### src/sfd_pkg.sv
`timescale 1ns / 1ps

package sfd_pkg;

    localparam int unsigned BYTE_W    = 8;
    localparam int unsigned STATUS_W  = 2;
    localparam int unsigned MODE_W    = 2;
    localparam int unsigned CFG_IDX_W = 1;

    localparam logic [CFG_IDX_W-1:0] CFG_HEADER_FIRST  = 1'd0;
    localparam logic [CFG_IDX_W-1:0] CFG_HEADER_SECOND = 1'd1;

    localparam logic [BYTE_W-1:0] HEADER_FIRST_RESET  = 8'h55;
    localparam logic [BYTE_W-1:0] HEADER_SECOND_RESET = 8'hAA;

    localparam logic [BYTE_W-1:0] MIN_LEN    = 8'd6;
    localparam logic [BYTE_W-1:0] MODE_MAX   = 8'd3;
    localparam logic [BYTE_W-1:0] RESULT_MAX = 8'd1;

    localparam logic [BYTE_W-1:0] IDX_FIRST  = 8'd1;
    localparam logic [BYTE_W-1:0] IDX_SECOND = 8'd2;
    localparam logic [BYTE_W-1:0] IDX_LEN    = 8'd3;
    localparam logic [BYTE_W-1:0] IDX_MODE   = 8'd3;
    localparam logic [BYTE_W-1:0] IDX_RESULT = 8'd4;

    localparam logic [STATUS_W-1:0] ST_GOOD    = 2'd0;
    localparam logic [STATUS_W-1:0] ST_SUM_ERR = 2'd1;
    localparam logic [STATUS_W-1:0] ST_BAD_LEN = 2'd2;
    localparam logic [STATUS_W-1:0] ST_UNUSED  = 2'd3;

    typedef enum logic [2:0] {
        PH_HUNT1,
        PH_HUNT2,
        PH_LEN,
        PH_BODY
    } phase_t;

    typedef struct packed {
        logic [STATUS_W-1:0] frame_status;
        logic [MODE_W-1:0]   mode_code;
        logic                mode_valid;
        logic                result_flag;
        logic                result_valid;
    } result_t;

endpackage

### src/sfd_parser.sv
`timescale 1ns / 1ps

module sfd_parser
(
    input  logic                         clk,
    input  logic                         rst_n,
    input  logic                         cfg_write,
    input  logic [sfd_pkg::CFG_IDX_W-1:0] cfg_index,
    input  logic [sfd_pkg::BYTE_W-1:0]   cfg_data,
    input  logic                         step,
    input  logic [sfd_pkg::BYTE_W-1:0]   byte_in,
    output logic                         emit,
    output sfd_pkg::result_t             result
);

    logic [sfd_pkg::BYTE_W-1:0] header_first_reg;
    logic [sfd_pkg::BYTE_W-1:0] header_second_reg;

    sfd_pkg::phase_t            phase_reg;
    sfd_pkg::phase_t            phase_next;
    logic [sfd_pkg::BYTE_W-1:0] index_reg;
    logic [sfd_pkg::BYTE_W-1:0] index_next;
    logic [sfd_pkg::BYTE_W-1:0] length_reg;
    logic [sfd_pkg::BYTE_W-1:0] length_next;
    logic [sfd_pkg::BYTE_W-1:0] sum_reg;
    logic [sfd_pkg::BYTE_W-1:0] sum_next;
    logic [sfd_pkg::BYTE_W-1:0] mode_reg;
    logic [sfd_pkg::BYTE_W-1:0] mode_next;
    logic [sfd_pkg::BYTE_W-1:0] res_reg;
    logic [sfd_pkg::BYTE_W-1:0] res_next;

    logic                       last_byte;

    assign last_byte = ({1'b0, index_reg} + 9'd1) >= {1'b0, length_reg};

    always_ff @(posedge clk or negedge rst_n)
    begin
        if (!rst_n)
        begin
            header_first_reg  <= sfd_pkg::HEADER_FIRST_RESET;
            header_second_reg <= sfd_pkg::HEADER_SECOND_RESET;
        end
        else if (cfg_write)
        begin
            case (cfg_index)
                sfd_pkg::CFG_HEADER_FIRST:  header_first_reg  <= cfg_data;
                sfd_pkg::CFG_HEADER_SECOND: header_second_reg <= cfg_data;
                default: ;
            endcase
        end
    end

    always_ff @(posedge clk or negedge rst_n)
    begin
        if (!rst_n)
        begin
            phase_reg  <= sfd_pkg::PH_HUNT1;
            index_reg  <= '0;
            length_reg <= '0;
            sum_reg    <= '0;
            mode_reg   <= '0;
            res_reg    <= '0;
        end
        else if (step)
        begin
            phase_reg  <= phase_next;
            index_reg  <= index_next;
            length_reg <= length_next;
            sum_reg    <= sum_next;
            mode_reg   <= mode_next;
            res_reg    <= res_next;
        end
    end

    always_comb
    begin
        phase_next  = phase_reg;
        index_next  = index_reg;
        length_next = length_reg;
        sum_next    = sum_reg;
        mode_next   = mode_reg;
        res_next    = res_reg;
        emit        = 1'b0;
        result      = '0;

        case (phase_reg)
            sfd_pkg::PH_HUNT2:
            begin
                if (byte_in == header_second_reg)
                begin
                    sum_next   = sum_reg + byte_in;
                    index_next = sfd_pkg::IDX_SECOND;
                    phase_next = sfd_pkg::PH_LEN;
                end
                else if (byte_in == header_first_reg)
                begin
                    phase_next  = sfd_pkg::PH_HUNT2;
                    index_next  = sfd_pkg::IDX_FIRST;
                    length_next = '0;
                    sum_next    = byte_in;
                    mode_next   = '0;
                    res_next    = '0;
                end
                else
                begin
                    phase_next  = sfd_pkg::PH_HUNT1;
                    index_next  = '0;
                    length_next = '0;
                    sum_next    = '0;
                    mode_next   = '0;
                    res_next    = '0;
                end
            end
            sfd_pkg::PH_LEN:
            begin
                if (byte_in < sfd_pkg::MIN_LEN)
                begin
                    emit                = 1'b1;
                    result.frame_status = sfd_pkg::ST_BAD_LEN;
                    phase_next          = sfd_pkg::PH_HUNT1;
                    index_next          = '0;
                    length_next         = '0;
                    sum_next            = '0;
                    mode_next           = '0;
                    res_next            = '0;
                end
                else
                begin
                    length_next = byte_in;
                    sum_next    = sum_reg + byte_in;
                    index_next  = sfd_pkg::IDX_LEN;
                    phase_next  = sfd_pkg::PH_BODY;
                end
            end
            sfd_pkg::PH_BODY:
            begin
                if (last_byte)
                begin
                    emit = 1'b1;
                    if (byte_in == sum_reg)
                    begin
                        result.frame_status = sfd_pkg::ST_GOOD;
                        if (mode_reg <= sfd_pkg::MODE_MAX)
                        begin
                            result.mode_code  = mode_reg[sfd_pkg::MODE_W-1:0];
                            result.mode_valid = 1'b1;
                        end
                        if (res_reg <= sfd_pkg::RESULT_MAX)
                        begin
                            result.result_flag  = res_reg[0];
                            result.result_valid = 1'b1;
                        end
                    end
                    else
                    begin
                        result.frame_status = sfd_pkg::ST_SUM_ERR;
                    end
                    phase_next  = sfd_pkg::PH_HUNT1;
                    index_next  = '0;
                    length_next = '0;
                    sum_next    = '0;
                    mode_next   = '0;
                    res_next    = '0;
                end
                else
                begin
                    if (index_reg == sfd_pkg::IDX_MODE)
                    begin
                        mode_next = byte_in;
                    end
                    else if (index_reg == sfd_pkg::IDX_RESULT)
                    begin
                        res_next = byte_in;
                    end
                    sum_next   = sum_reg + byte_in;
                    index_next = index_reg + 8'd1;
                end
            end
            default:
            begin
                if (byte_in == header_first_reg)
                begin
                    phase_next  = sfd_pkg::PH_HUNT2;
                    index_next  = sfd_pkg::IDX_FIRST;
                    sum_next    = byte_in;
                end
                else
                begin
                    phase_next  = sfd_pkg::PH_HUNT1;
                    index_next  = '0;
                    sum_next    = '0;
                end
                length_next = '0;
                mode_next   = '0;
                res_next    = '0;
            end
        endcase
    end

endmodule

### src/serial_frame_deframer_sum_check.sv
`timescale 1ns / 1ps

// Channel   Handshake                 Payload
// input     in_valid / in_ready       rx_byte
// output    out_valid / out_ready     frame_status, mode_code, mode_valid,
//                                     result_flag, result_valid
// config    cfg_write                 cfg_index, cfg_data
//
// One word per cycle unless a held result stalls a frame-ending word: a word is
// registered, parsed and, at frame end, its result registered.
// The frame state machine updates once per word; throughput is set by that loop.
// Reset (rst_n low, asynchronous) restores header bytes 0x55/0xAA and hunting.
// A held result stalls only a word that ends a frame; other words keep flowing.

module serial_frame_deframer_sum_check
(
    input  logic                          clk,
    input  logic                          rst_n,
    input  logic                          in_valid,
    output logic                          in_ready,
    input  logic [sfd_pkg::BYTE_W-1:0]    rx_byte,
    output logic                          out_valid,
    input  logic                          out_ready,
    output logic [sfd_pkg::STATUS_W-1:0]  frame_status,
    output logic [sfd_pkg::MODE_W-1:0]    mode_code,
    output logic                          mode_valid,
    output logic                          result_flag,
    output logic                          result_valid,
    input  logic                          cfg_write,
    input  logic [sfd_pkg::CFG_IDX_W-1:0] cfg_index,
    input  logic [sfd_pkg::BYTE_W-1:0]    cfg_data
);

    logic                       in_valid_reg;
    logic [sfd_pkg::BYTE_W-1:0] in_byte_reg;
    logic                       out_valid_reg;
    sfd_pkg::result_t           out_result_reg;

    logic                       step;
    logic                       emit;
    sfd_pkg::result_t           result;

    // hold a frame-ending word while the result register is still occupied
    assign step     = in_valid_reg && (!emit || !out_valid_reg || out_ready);
    assign in_ready = !in_valid_reg || step;

    sfd_parser u_parser
    (
        .clk       (clk),
        .rst_n     (rst_n),
        .cfg_write (cfg_write),
        .cfg_index (cfg_index),
        .cfg_data  (cfg_data),
        .step      (step),
        .byte_in   (in_byte_reg),
        .emit      (emit),
        .result    (result)
    );

    always_ff @(posedge clk or negedge rst_n)
    begin
        if (!rst_n)
        begin
            in_valid_reg  <= 1'b0;
            out_valid_reg <= 1'b0;
        end
        else
        begin
            if (in_ready)
            begin
                in_valid_reg <= in_valid;
            end
            if (step && emit)
            begin
                out_valid_reg <= 1'b1;
            end
            else if (out_ready)
            begin
                out_valid_reg <= 1'b0;
            end
        end
    end

    always_ff @(posedge clk)
    begin
        if (in_ready && in_valid)
        begin
            in_byte_reg <= rx_byte;
        end
        if (step && emit)
        begin
            out_result_reg <= result;
        end
    end

    assign out_valid    = out_valid_reg;
    assign frame_status = out_result_reg.frame_status;
    assign mode_code    = out_result_reg.mode_code;
    assign mode_valid   = out_result_reg.mode_valid;
    assign result_flag  = out_result_reg.result_flag;
    assign result_valid = out_result_reg.result_valid;

endmodule

### config.mk
export PLATFORM = sky130hd
export DESIGN_NAME = serial_frame_deframer_sum_check
export DESIGN_NICKNAME = d
export VERILOG_FILES = /design/src/sfd_pkg.sv /design/src/sfd_parser.sv /design/src/serial_frame_deframer_sum_check.sv
export SDC_FILE = /design/constraint.sdc
export NUM_CORES = 1
export LEC_CHECK = 0
export ABC_CLOCK_PERIOD_IN_PS = 6500
export BUFFER_PORTS_ARGS = -buffer_cell sky130_fd_sc_hd__buf_4
export CAP_MARGIN = 20
export CORE_MARGIN = 8
export CORE_UTILIZATION = 40
export CTS_CLUSTER_SIZE = 14
export DETAILED_ROUTE_END_ITERATION = 10
export SETUP_SLACK_MARGIN = 0.5
export SLEW_MARGIN = 20
export SYNTH_ARGS = -nofsm -noshare
export SYNTH_HDL_FRONTEND = slang
export SYNTH_HIERARCHICAL = 1
export SYNTH_SLANG_ARGS = --single-unit
### constraint.sdc
create_clock -name clk -period 6.5 [get_ports clk]
set_input_delay 0.975 -clock clk [delete_from_list [all_inputs] [get_ports clk]]
set_output_delay 0.975 -clock clk [all_outputs]
set_load 0.01 [all_outputs]
# --- Word level (Yosys, flattened, before mapping) ---
# Index checks and enable logic that the tools add are counted.
classes:
  n_eq_ne: 14
  reduce_logical: 19
  n_addsub: 3
  bitwise: 1
  muxes: 39
  order_cmp: 4
ops:
  columns: ["operator", "count"]
  rows:
  - ["$mux W8", 15]
  - ["$pmux W8 S3", 5]
  - ["$eq A8 B8 Y1", 3]
  - ["$reduce_and A4 Y1", 3]
  - ["$add A8 B1 Y9 const B", 1]
  - ["$ge A9 B8 Y1", 1]
  - ["$mux W3", 3]
  - ["$pmux W3 S3", 1]
  - ["$add A8 B1 Y8 const B", 1]
  - ["$add A8 B8 Y8", 1]
  - ["$eq A8 B2 Y1 const B", 1]
  - ["$eq A8 B3 Y1 const B", 1]
  - ["$le A8 B1 Y1 const B", 1]
  - ["$le A8 B2 Y1 const B", 1]
  - ["$lt A8 B3 Y1 const B", 1]
  - ["$mux W2", 4]
  - ["$mux W1", 7]
  - ["$mux W7", 1]
  - ["$eq A3 B2 Y1 const B", 2]
  - ["$ne A3 B1 Y1 const B", 2]
  - ["$reduce_and A2 Y1", 3]
  - ["$reduce_and A3 Y1", 2]
  - ["$mux W5", 1]
  - ["$reduce_and A5 Y1", 1]
  - ["11 further kinds", 18]
totals:
  out_inout_bits: 9
  wordCells: 96
  input_bits: 22
  reg_bits: 76

# --- Longest topological paths before layout ---
# Gate-level depths: netlist (run 1).
depth:
  word_depth: 10
  ltp_mapped: 17
  mapped_depth_nobuf: 15

# --- Cells and area by module ---
# The synthesis (run 1) kept the hierarchy.
modules_own_cells:
  columns: ["mod", "seq_area_each_um2", "area_per_inst_um2", "instances", "cells_each"]
  rows:
  - ["sfd_parser", 1461.4, 3458.3, 1, 359]
  - ["serial_frame_deframer_sum_check", 500.5, 556.8, 1, 25]

# --- Least setup slack after synthesis (run 1) ---
# No wires, ideal clock.
synth_timing:
  path_kind: "register to register"
  from: "register u_parser/index_reg[2] in the netlist's numbering"
  to: "register u_parser/res_reg[6] in the netlist's numbering"
  t_arrival_ns: 3.428
  synth_period_minus_slack_ns: 3.556
  t_required_ns: 6.371
  setup_time_ns: 0.129
  setup_slack_ns: 2.944
  stages_incl_launch_ff: 18
  n_path_buf: 2
  cell_sequence: "dfrtp_1 > and3_1 > and3_1 > nand3_1 > xnor2_1 > ha_1 > nand3_1 > o22ai_1 > a311o_1 > o21bai_1 > nand2_1 > a21boi_1 > nand3_1 > or4_1 > buf_2 > buf_6 > nand2_1 > o22ai_2"
synth_between:
  elab_chain_cells: 9
  word_cells_on_any_way: 15
  classes_between: "add/sub: 1; order compare: 1; eq/ne: 4; mux: 4; reduce/logical: 5"
synth_lines:
  columns: ["element", "line", "rtl"]
  rows:
  - ["start, declared", "sfd_parser.sv:21", "logic [sfd_pkg::BYTE_W-1:0] index_reg;"]
  - ["start signal, assigned", "sfd_parser.sv:67", "index_reg <= index_next;"]
  - ["$add A8 B1 Y9", "sfd_parser.sv:34", "assign last_byte = ({1'b0, index_reg} + 9'd1) >= {1'b0, length_reg};"]
  - ["$ge A9 B8 Y1", "sfd_parser.sv:34", null]
  - ["$mux W1", "sfd_parser.sv:137", "if (last_byte)"]
  - ["$pmux W1 S2", "sfd_parser.sv:86", "case (phase_reg)"]
  - ["via emit", "serial_frame_deframer_sum_check.sv:40", "logic emit;"]
  - ["$logic_not A1 Y1", "serial_frame_deframer_sum_check.sv:44", "assign step = in_valid_reg && (!emit || !out_valid_reg || out_ready);"]
  - ["$logic_or A1 B1 Y1 (2 in series)", "serial_frame_deframer_sum_check.sv:44", null]
  - ["$logic_and A1 B1 Y1", "serial_frame_deframer_sum_check.sv:44", null]
  - ["via step", "serial_frame_deframer_sum_check.sv:39", "logic step;"]
  - ["$reduce_and A5 Y1 (no source line)", null, null]
  - ["end signal, assigned", "sfd_parser.sv:71", "res_reg <= res_next;"]
  - ["end, declared", "sfd_parser.sv:29", "logic [sfd_pkg::BYTE_W-1:0] res_reg;"]
# The timed path passes the listed nets, and every way through them passes these cells.
# A chain may end at the register's enable or synchronous reset.

# --- Worst setup path after layout (run 1) ---
# Same ends and word-level chain as after synthesis.

==> run summary, run 1 <==
Status - completed
Top-Level Pins - 31
Synth area leader - dfrtp_1
CP startpoint kind - flop
Setup bufs post-CTS - 0
Initial antenna violation count - 0
Dpl hpwl - 5.96 mm
Inst Count DP - 528
Slew margin rel. - 0.387
Tcrit/Tclk final - 0.696
Max VDD drop - 0.166 mV
Post-synthesis sequential area ratio - 0.489
Synthesized area - 0.00402 mm2
Clock-pin slew on the worst setup and hold paths - 80 ps
Mapped Cells - 384
Synth top area cells - dfrtp_1 32%, edfxtp_1 11%, ha_1 5.6%
Initial Util - 0.411
Setup TNS Final - 0 ps
Synth cell types - 47
Synth cell count leaders - 52 x dfrtp_1, 52 x nand2_1, 22 x xnor2_1
Min Tclk post-route - 4520 ps
Max-cap viol count - 0
Core ar. - 0.00977 mm2
Row count - 36
PostCTS Resize Cnt - 0
Clock buffer depth - 2
Area of the die - 0.0135 mm2
Post-DP Area - 0.00431 mm2
Critical path class - reg -> reg
Residual DRC - 0
Antenna cells - 0
Largest net degree at the start of global routing - 61
GR Util All Layers - 0.137
Asr flop ratio synth - 0.800
Top-area cell type share of the netlist area - 0.324
Post-layout util - 0.466
CTS Hold Bufs - 0
PwrDens - 375 mW/mm2
Final hold vios - 0
Mapped Nets - 425
Num CTS Buffers - 9
Via count - 2805
Final ANT Viol Nets - 0
Die Wd - 116 um
TritonCTS clock tree - yes
Global route overflow - 0
Share of post-route cells with drive strength above 1 - 0.207
Worst min-delay path category - reg -> reg
Yosys Warn Count - 6
Worst-Skew Late Latency - 340 ps
Vias in the first global route - 2908
EDFF count, synth - 15
Final Worst Setup Slack - 1980 ps
Final instance area - 0.00455 mm2
Peak Freq - 0.221 GHz
Fill cells - 918
Required time of the critical path - 6700 ps
Mean Syn Cell Area - 10.5 um2
Wirelength per Cell - 15.7 um
Worst Setup End Kind - flop
Setup Skew - 8.72 ps
Area grow syn2layout - 13.4%
Pre-antenna DRT Iters - 4
Layout Nets - 447
First-pass GRT wire length - 14.3 mm
Count of final max-slew check failures - 0
RSZ-0062 raised after global routing - false
Register area - 0.00196 mm2
Final Power - 1.71 mW
Total wire length - 8.54 mm
Final cell count without fillers - 544
Chip height - 116 um
Vias per cell - 5.16
Worst EP arrival - 4720 ps
Area of the multi-input gates - 0.00186 mm2
Root Buffer - clkbuf_8
Clock H-tree levels - 3
Clk sinks - 75
Leakage - 1.92 nW
Hold slack - 527 ps
Worst slack, placed - 2040 ps
Routability cong. - 0.826
Crit-path max FO - 40
Port bufs - 30
Least-Margin Pin Slew - 913 ps
Flops & latches, synth - 75
1st-iter DRT viols - 118
Final setup fails - 0
Top_reg_cell synth - dfrtp_1
## critical path: stages (launching register included)
cell	delay, ps
dfrtp_1	470
and3_1	230
and3_1	200
nand3_1	110
xnor2_1	220
ha_1	280
nand3_1	110
o22ai_1	120
a311o_1	370
o21bai_1	270
nand2_1	190
a21boi_2	150
buf_4	360
nand3_1	140
or4_1	870
nand2_1	200
o22ai_2	100
## area by class of cell
type                       count  area share
sequential                    75       0.431
multi-input combinational    267       0.409
timing repair buffer          33      0.0544
tap                          133      0.0365
clock buffer                  10      0.0280
clock inverter                 6      0.0247
inverter                      20      0.0165
## cells in the final DEF (no fill, tap or decap), types with 9 or more instances in the layout
master and instances:
clkbuf_8 9, nand3_1 17, buf_4 33, o22ai_1 9, ha_1 18, nor2_1 12, mux2_2 16, nor2b_1 13
dfrtp_1 52, inv_1 20, edfxtp_1 15, xnor2_1 22, a21oi_1 17, nand2_1 52, o21ai_0 16
## report_power, final
part	total [mW]	switching [mW]	internal [mW]	leakage [nW]
combinational	0.614	0.362	0.252	0.884
sequential	0.658	0.0753	0.583	0.911
clock	0.436	0.179	0.257	0.121
## path summary, 6_finish.rpt
| check | start | to | slack (ps) | depth (start not counted) |
|---|---|---|---|---|
| worst max-delay path | u_parser/index_reg[2] | u_parser/res_reg[6] | 1980 | 16 |
| min in group asynchronous | rst_n | u_parser/header_second_reg[2] | 700 | 1 |
| max in group asynchronous | rst_n | u_parser/length_reg[2] | 5290 | 1 |
| worst max register to register | u_parser/index_reg[2] | u_parser/res_reg[6] | 1980 | 16 |
| worst min register to register | u_parser/mode_reg[1] | u_parser/mode_reg[1] | 530 | 2 |
| worst min-delay path | u_parser/mode_reg[1] | u_parser/mode_reg[1] | 530 | 2 |
## layer usage
layer / GRT usage / routed length (um) / up-vias
met5: 0 / 0 / -
met4: 0.0553 / 125 / 0
met3: 0.0300 / 410 / 12
met2: 0.221 / 3950 / 51
met1: 0.173 / 4050 / 1360
li1: - / - / 1382
## kinds of logic (layout without fill, tap and decap cells)
| family | Yosys count | after routing | synth area share |
|---|---|---|---|
| simple gates | 132 | 132 | 0.168 |
| flops | 75 | 75 | 0.489 |
| compound gates | 67 | 67 | 0.113 |
| buf+inv | 42 | 69 | 0.0499 |
| xor+xnor | 25 | 25 | 0.0545 |
| mux | 24 | 24 | 0.0648 |
| fa+ha+maj | 19 | 19 | 0.0611 |
Note: power is estimated with default switching activity, not from simulation.
==> run 2: changes to the inputs <==
--- a/config.mk
+++ b/config.mk
@@ -5,7 +5,7 @@
 export SDC_FILE = /design/constraint.sdc
 export NUM_CORES = 1
 export LEC_CHECK = 0
-export ABC_CLOCK_PERIOD_IN_PS = 6500
+export ABC_CLOCK_PERIOD_IN_PS = 3700
 export BUFFER_PORTS_ARGS = -buffer_cell sky130_fd_sc_hd__buf_4
 export CAP_MARGIN = 20
 export CORE_MARGIN = 8
==> constraint.sdc (replaced) <==
create_clock -name clk -period 3.7 [get_ports clk]
set_input_delay 0.555 -clock clk [delete_from_list [all_inputs] [get_ports clk]]
set_output_delay 0.555 -clock clk [all_outputs]
set_load 0.01 [all_outputs]
==> run 2 against run 1 <==
  * Die area did not move
  * Global-route usage up 0.98 points
  * Core utilization is 4.4 points higher
  * Clock skew is 1.5 ps higher
  * Power increased by 80%
  * Non-clock buffer count up 27
  * Maximum frequency grew 33%
  * Register-to-register slack worse by 1700 ps
  * Critical path type unchanged
  * Critical endpoint is now u_parser/mode_reg[4]
==> run summary, run 2 (synthesis results as in run 1) <==
Slew margin rel. - 0.479 (+0.0924)
Worst Setup End Kind - flop
Max-cap viol count - 0 (unchanged)
Worst min-delay path category - in -> async
Die Wd - 116 um (unchanged)
Wirelength per Cell - 16.6 um (+5.8%)
Row count - 36 (unchanged)
First-pass GRT wire length - 15.3 mm (+6.9%)
Clock-pin slew on the worst setup and hold paths - 90 ps (about the same)
Worst EP arrival - 3630 ps (-1090 ps)
Routability cong. - 0.878 (+6.3%)
Final Power - 3.07 mW (+80%)
Final hold vios - 0 (unchanged)
CP cell instances - and3_4 > and3_4 > nand3_4 > xnor2_2 > ha_1 > nand3_2 > o22ai_2 > a311o_1 > o21bai_2 > nand2_2 > a21boi_4 > nand3_2 > or4_4 > nand2_2 > o22ai_2
Most common cell after layout, fill and taps aside - dfrtp_1
Required time of the critical path - 3930 ps (-2770 ps)
TritonCTS clock tree - yes
Initial antenna violation count - 0 (unchanged)
Critical path class - reg -> reg
Worst path top cell family by delay - simple AND/OR/NAND/NOR gates
Num CTS Buffers - 9 (unchanged)
Largest net degree at the start of global routing - 61 (unchanged)
Via count - 2972 (+6.0%)
PwrDens - 616 mW/mm2 (+64%)
Max VDD drop - 0.319 mV (+92%)
Final cell count without fillers - 572 (+5.1%)
Tcrit/Tclk final - 0.919 (+0.224)
Vias per cell - 5.20 (+0.77%)
Final ANT Viol Nets - 0 (unchanged)
Min Tclk post-route - 3400 ps (-1120 ps)
Leakage - 2.12 nW (+11%)
CP startpoint kind - flop
RSZ-0062 raised after global routing - true
Share of post-route cells with drive strength above 1 - 0.333 (+0.126)
1st-iter DRT viols - 113 (-4.2%)
Final setup fails - 0 (unchanged)
Largest stage delay, worst path - 650 ps (-220 ps)
Total wire length - 9.50 mm (+11%)
Inst Count DP - 534 (+1.1%)
Worst-Skew Late Latency - 350 ps (about the same)
Clk sinks - 75 (unchanged)
CTS Hold Bufs - 0 (unchanged)
Clock H-tree levels - 3 (unchanged)
Chip height - 116 um (unchanged)
Slowest stage cell, crit path - or4_4
Least-Margin Pin Slew - 781 ps (-132 ps)
Layout Nets - 475 (+6.3%)
Pre-antenna DRT Iters - 4 (unchanged)
Port bufs - 30 (unchanged)
Clock buffer depth - 2 (unchanged)
Fill cells - 873 (-4.9%)
Dpl hpwl - 5.90 mm (-1.1%)
WP buf/inv - 0 (-1)
Root Buffer - clkbuf_8
Count of final max-slew check failures - 0 (unchanged)
Area of the die - 0.0135 mm2 (unchanged)
Status - completed
Hold slack - 276 ps (-252 ps)
GR Util All Layers - 0.146 (+0.00976)
Vias in the first global route - 3047 (+4.8%)
Peak Freq - 0.294 GHz (+33%)
Most frequent cells in the layout - 51 x dfrtp_1, 50 x buf_4, 39 x nand2_1
Global route overflow - 0 (unchanged)
Antenna cells - 0 (unchanged)
Core ar. - 0.00977 mm2 (unchanged)
Top-Level Pins - 31 (unchanged)
Residual DRC - 0 (unchanged)
Initial Util - 0.411 (unchanged)
Setup Skew - 10.2 ps (+1.50 ps)
Crit-path max FO - 8 (-80%)
Setup TNS Final - 0 ps (unchanged)
Area grow syn2layout - 24.2%
[run 2: cell count changes in the layout (fill, tap and decap cells not counted), moves of 6 or more]
cell,change
nand2_1,-13
o21ai_0,-9
nand2_2,+7
buf_4,+17
o21ai_1,+9
nand2_4,+6
[run 2: cell type report]
cell class,count,area [um2],area share
multi-input combinational,268,2050,0.411
sequential,75,1960,0.394
timing repair buffer,60,558,0.112
tap,133,166,0.0334
clock buffer,10,138,0.0276
inverter,20,75.1,0.0151
clock inverter,6,37.5,0.00753
[run 2: routing by layer]
| layer | GRT usage | share of wire | vias up |
|---|---|---|---|
| met1 | 0.184 | 0.47 | 1462 |
| met5 | 0 | 0 | - |
| met2 | 0.240 | 0.48 | 54 |
| li1 | - | - | 1445 |
| met3 | 0.0310 | 0.041 | 11 |
| met4 | 0.0579 | 0.015 | 0 |
[run 2: repair_timing]
item	in CTS	in global routing
setup buffers	12	6
gates resized for setup	26	33
cloned	2	2
endpoints found under the setup margin	42	48
pin swaps	19	21
[run 2: report_power, final]
| part | switching (mW) | internal (mW) | total [mW] |
|---|---|---|---|
| clock network | 0.318 | 0.262 | 0.580 |
| logic | 0.744 | 0.602 | 1.35 |
| registers | 0.119 | 1.03 | 1.14 |
| total | 1.18 | 1.89 | 3.07 |
[run 2: worst paths after layout]
| check | from | end | slack (ps) | depth (start not counted) |
|---|---|---|---|---|
| worst max-delay path | u_parser/index_reg[4] | u_parser/mode_reg[4] | 300 | 15 |
| worst min-delay path | rst_n | u_parser/header_first_reg[7] | 280 | 1 |
| worst max register to register | u_parser/index_reg[4] | u_parser/mode_reg[4] | 300 | 15 |
| worst min register to register | u_parser/header_second_reg[2] | u_parser/header_second_reg[2] | 540 | 1 |
| max in group asynchronous | rst_n | u_parser/index_reg[1] | 2850 | 1 |
| min in group clk | rx_byte[0] | in_byte_reg[0] | 380 | 1 |
[run 2: metrics by stage]
step / area, um2 / setup WS (ps) / util
floorplan: 4070 / 244 / -
global placement: 4390 / 156 / 0.449
detailed placement: 4390 / 11.9 / 0.449
CTS: 4810 / 347 / 0.492
global route: 4990 / 160 / 0.510
finish: 4990 / 298 / 0.510
==> run 3: changes to the inputs <==
--- a/config.mk
+++ b/config.mk
@@ -6,15 +6,16 @@
 export NUM_CORES = 1
 export LEC_CHECK = 0
 export ABC_CLOCK_PERIOD_IN_PS = 3700
-export BUFFER_PORTS_ARGS = -buffer_cell sky130_fd_sc_hd__buf_4
 export CAP_MARGIN = 20
 export CORE_MARGIN = 8
 export CORE_UTILIZATION = 40
 export CTS_CLUSTER_SIZE = 14
 export DETAILED_ROUTE_END_ITERATION = 10
+export DONT_BUFFER_PORTS = 1
 export SETUP_SLACK_MARGIN = 0.5
 export SLEW_MARGIN = 20
 export SYNTH_ARGS = -nofsm -noshare
 export SYNTH_HDL_FRONTEND = slang
 export SYNTH_HIERARCHICAL = 1
 export SYNTH_SLANG_ARGS = --single-unit
+export TNS_END_PERCENT = 1
==> run 3 against run 2 <==
  * Worst setup slack improved by 37 ps
  * Sequential share of layout area increased by 2.9 points
  * Combinational power decreased by 7%
  * Clock-buffer cell count increased by 1
  * Cell area fell by 6.9%
  * Clock power rose by 19%
  * First-iteration DRC count up 3.5%
  * Hold slack got worse by 230 ps
  * Die area stayed put
  * Critical path depth unchanged
  * Largest cell class unchanged
  * Highest routed layer unchanged
==> run summary, run 3 (synthesis results as in run 1) <==
Final cell count without fillers - 538 (-5.9%)
Pre-antenna DRT Iters - 4 (unchanged)
Top-Level Pins - 31 (unchanged)
Slew margin rel. - 0.508 (+0.0292)
Most frequent cells in the layout - 51 x nand2_1, 51 x dfrtp_1, 23 x buf_4
Crit-path max FO - 8 (unchanged)
Worst path top cell family by delay - compound AO/OA/AOI/OAI gates
Clk sinks - 75 (unchanged)
PwrDens - 667 mW/mm2 (+8.4%)
Peak Freq - 0.297 GHz (+1.1%)
Switching power - 1.11 mW (-5.8%)
Clock-pin slew on the worst setup and hold paths - 80 ps (about the same)
Clk network pwr share - 0.223 (+0.034)
Count of final max-slew check failures - 0 (unchanged)
Dpl hpwl - 5.86 mm (-0.63%)
Via count - 2781 (-6.4%)
CP cell instances - buf_4 > ha_2 > nand3_2 > xnor2_2 > ha_1 > a21oi_2 > o22ai_1 > a311o_1 > o21bai_2 > nand2_2 > a21boi_4 > nand3_2 > or4_4 > nand2_1 > o22ai_1
Worst min-delay path category - in -> async
TritonCTS clock tree - yes
Inst Count DP - 506 (-5.2%)
Final ANT Viol Nets - 0 (unchanged)
Worst EP arrival - 3580 ps (-50 ps)
Post-layout util - 0.475 (-0.0352)
Residual DRC - 0 (unchanged)
Port bufs - 0 (-100%)
Worst Setup End Kind - flop
Die Wd - 116 um (unchanged)
Min Tclk post-route - 3360 ps (-36.8 ps)
First-pass GRT wire length - 14.2 mm (-7.6%)
Total wire length - 8.79 mm (-7.4%)
Cell count of the worst reg-to-reg path - 15 (unchanged)
Setup TNS Final - 0 ps (unchanged)
Vias in the first global route - 2782 (-8.7%)
Worst reg2reg endpoint - u_parser/mode_reg[4]
Global route overflow - 0 (unchanged)
Post-DP Area - 0.00417 mm2 (-5.0%)
1st-iter DRT viols - 117 (+3.5%)
Final setup fails - 0 (unchanged)
Worst-Skew Late Latency - 340 ps (about the same)
P_int - 1.98 mW (+5.1%)
Instance count on the critical path - 15 (unchanged)
Status - completed
Antenna cells - 0 (unchanged)
Clock buffer depth - 2 (unchanged)
Critical Path Source - u_parser/index_reg[0]
Share of post-route cells with drive strength above 1 - 0.242 (-0.0906)
Row count - 36 (unchanged)
Setup Skew - 9.26 ps (-0.959 ps)
Max-cap viol count - 0 (unchanged)
Largest stage delay, worst path - 590 ps (-60 ps)
Reg2reg start - u_parser/index_reg[0]
CP startpoint kind - flop
Layout Nets - 441 (-7.2%)
Initial Util - 0.411 (unchanged)
Final instance area - 0.00464 mm2 (-6.9%)
Hold slack - 49.1 ps (-226 ps)
WP buf/inv - 1 (+1)
Clock H-tree levels - 3 (unchanged)
Initial antenna violation count - 0 (unchanged)
Vias per cell - 5.17 (-0.51%)
Num CTS Buffers - 9 (unchanged)
Area grow syn2layout - 15.6%
Final hold vios - 0 (unchanged)
Largest net degree at the start of global routing - 53 (-13%)
Chip height - 116 um (unchanged)
Logic pwr share - 0.406 (-0.032)
Wirelength per Cell - 16.3 um (-1.6%)
Crit path to - u_parser/mode_reg[4]
Critical path class - reg -> reg
Core ar. - 0.00977 mm2 (unchanged)
Least-Margin Pin Slew - 736 ps (-45.3 ps)
Tcrit/Tclk final - 0.909 (-0.00994)
Max VDD drop - 0.318 mV (-0.40%)
Slowest stage cell, crit path - or4_4
Area of the die - 0.0135 mm2 (unchanged)
Required time of the critical path - 3910 ps (-20 ps)
Routability cong. - 0.872 (-0.62%)
Seq pwr share - 0.370 (-0.003)
Sw frac - 0.359 (-0.0255)
GR Util All Layers - 0.136 (-0.0108)
Leakage - 1.93 nW (-9.1%)
Worst reg-to-reg setup slack - 340 ps (+40 ps)
RSZ-0062 raised after global routing - true
Root Buffer - clkbuf_8
## run 3: cell types whose count changed in the layout (fill, tap and decap cells not counted), sizes merged
cell      delta
buf         -32
bufinv       +2
clkbuf       -1
clkinv       -1
clkinvlp     +1
inv          -3
## run 3: what timing repair did
| action | in CTS | in global routing |
|---|---|---|
| resized for setup | 9 | 15 |
| cloned | 1 | 0 |
| endpoints found under the setup margin | 42 | 57 |
| hold buffers | 1 | 0 |
| endpoints found under the hold margin | 52 | 0 |
| pin swaps | 6 | 9 |
| buffers inserted | 8 | 6 |
## run 3: metal layers
metal  global-route usage  up-vias  wire length, um
met5                    0        -                0
met4               0.0424        0               65
li1                     -     1382                -
met2                0.217       62             4240
met1                0.171     1331             3950
met3               0.0414        6              542
## run 3: how the worst min path moves through the flow
stage	endpoint	slack, ps	cells after the start
after floorplan	in_valid_reg	260	0
after global placement	u_parser/header_second_reg[2]	260	0
after detailed placement	u_parser/header_second_reg[2]	260	0
after CTS	u_parser/header_first_reg[0]	30	0
after global routing	u_parser/header_second_reg[1]	20	0
final	u_parser/header_second_reg[1]	50	0
## run 3: power groups by stage
| stage | sequential [mW] | clock, mW | combinational (mW) |
|---|---|---|---|
| 2_1_floorplan | 1.14 | 0 | 0.847 |
| 3_3_place_gp | 1.17 | 0 | 1.06 |
| 3_5_place_dp | 1.18 | 0 | 1.07 |
| 4_1_cts | 1.15 | 0.714 | 1.18 |
| 5_1_grt | 1.17 | 0.748 | 1.41 |
| 6_report | 1.15 | 0.692 | 1.26 |
## run 3: layout make-up
class | instances | area [um2]
fill | 901 | 5130
multi-input combinational | 268 | 1980
sequential | 75 | 1960
timing repair buffer | 26 | 240
tap | 133 | 166
clock buffer | 11 | 141
clock inverter | 5 | 76.3
inverter | 20 | 75.1
## run 3: per-stage QoR
step / setup slack (ps) / power (mW)
after floorplan: 244 / 1.98
after global placement: 31.9 / 2.24
after detailed placement: -19.9 / 2.24
after CTS: 338 / 3.04
after global routing: 189 / 3.33
final: 335 / 3.10
## run 3: worst register-to-register path, delay by kind of cell (launching register included)
kind,cells,cell delay (ps)
buf+inv,1,120
fa+ha+maj,2,530
compound gates,6,1050
flops,1,360
xor+xnor,1,160
simple gates,5,1040
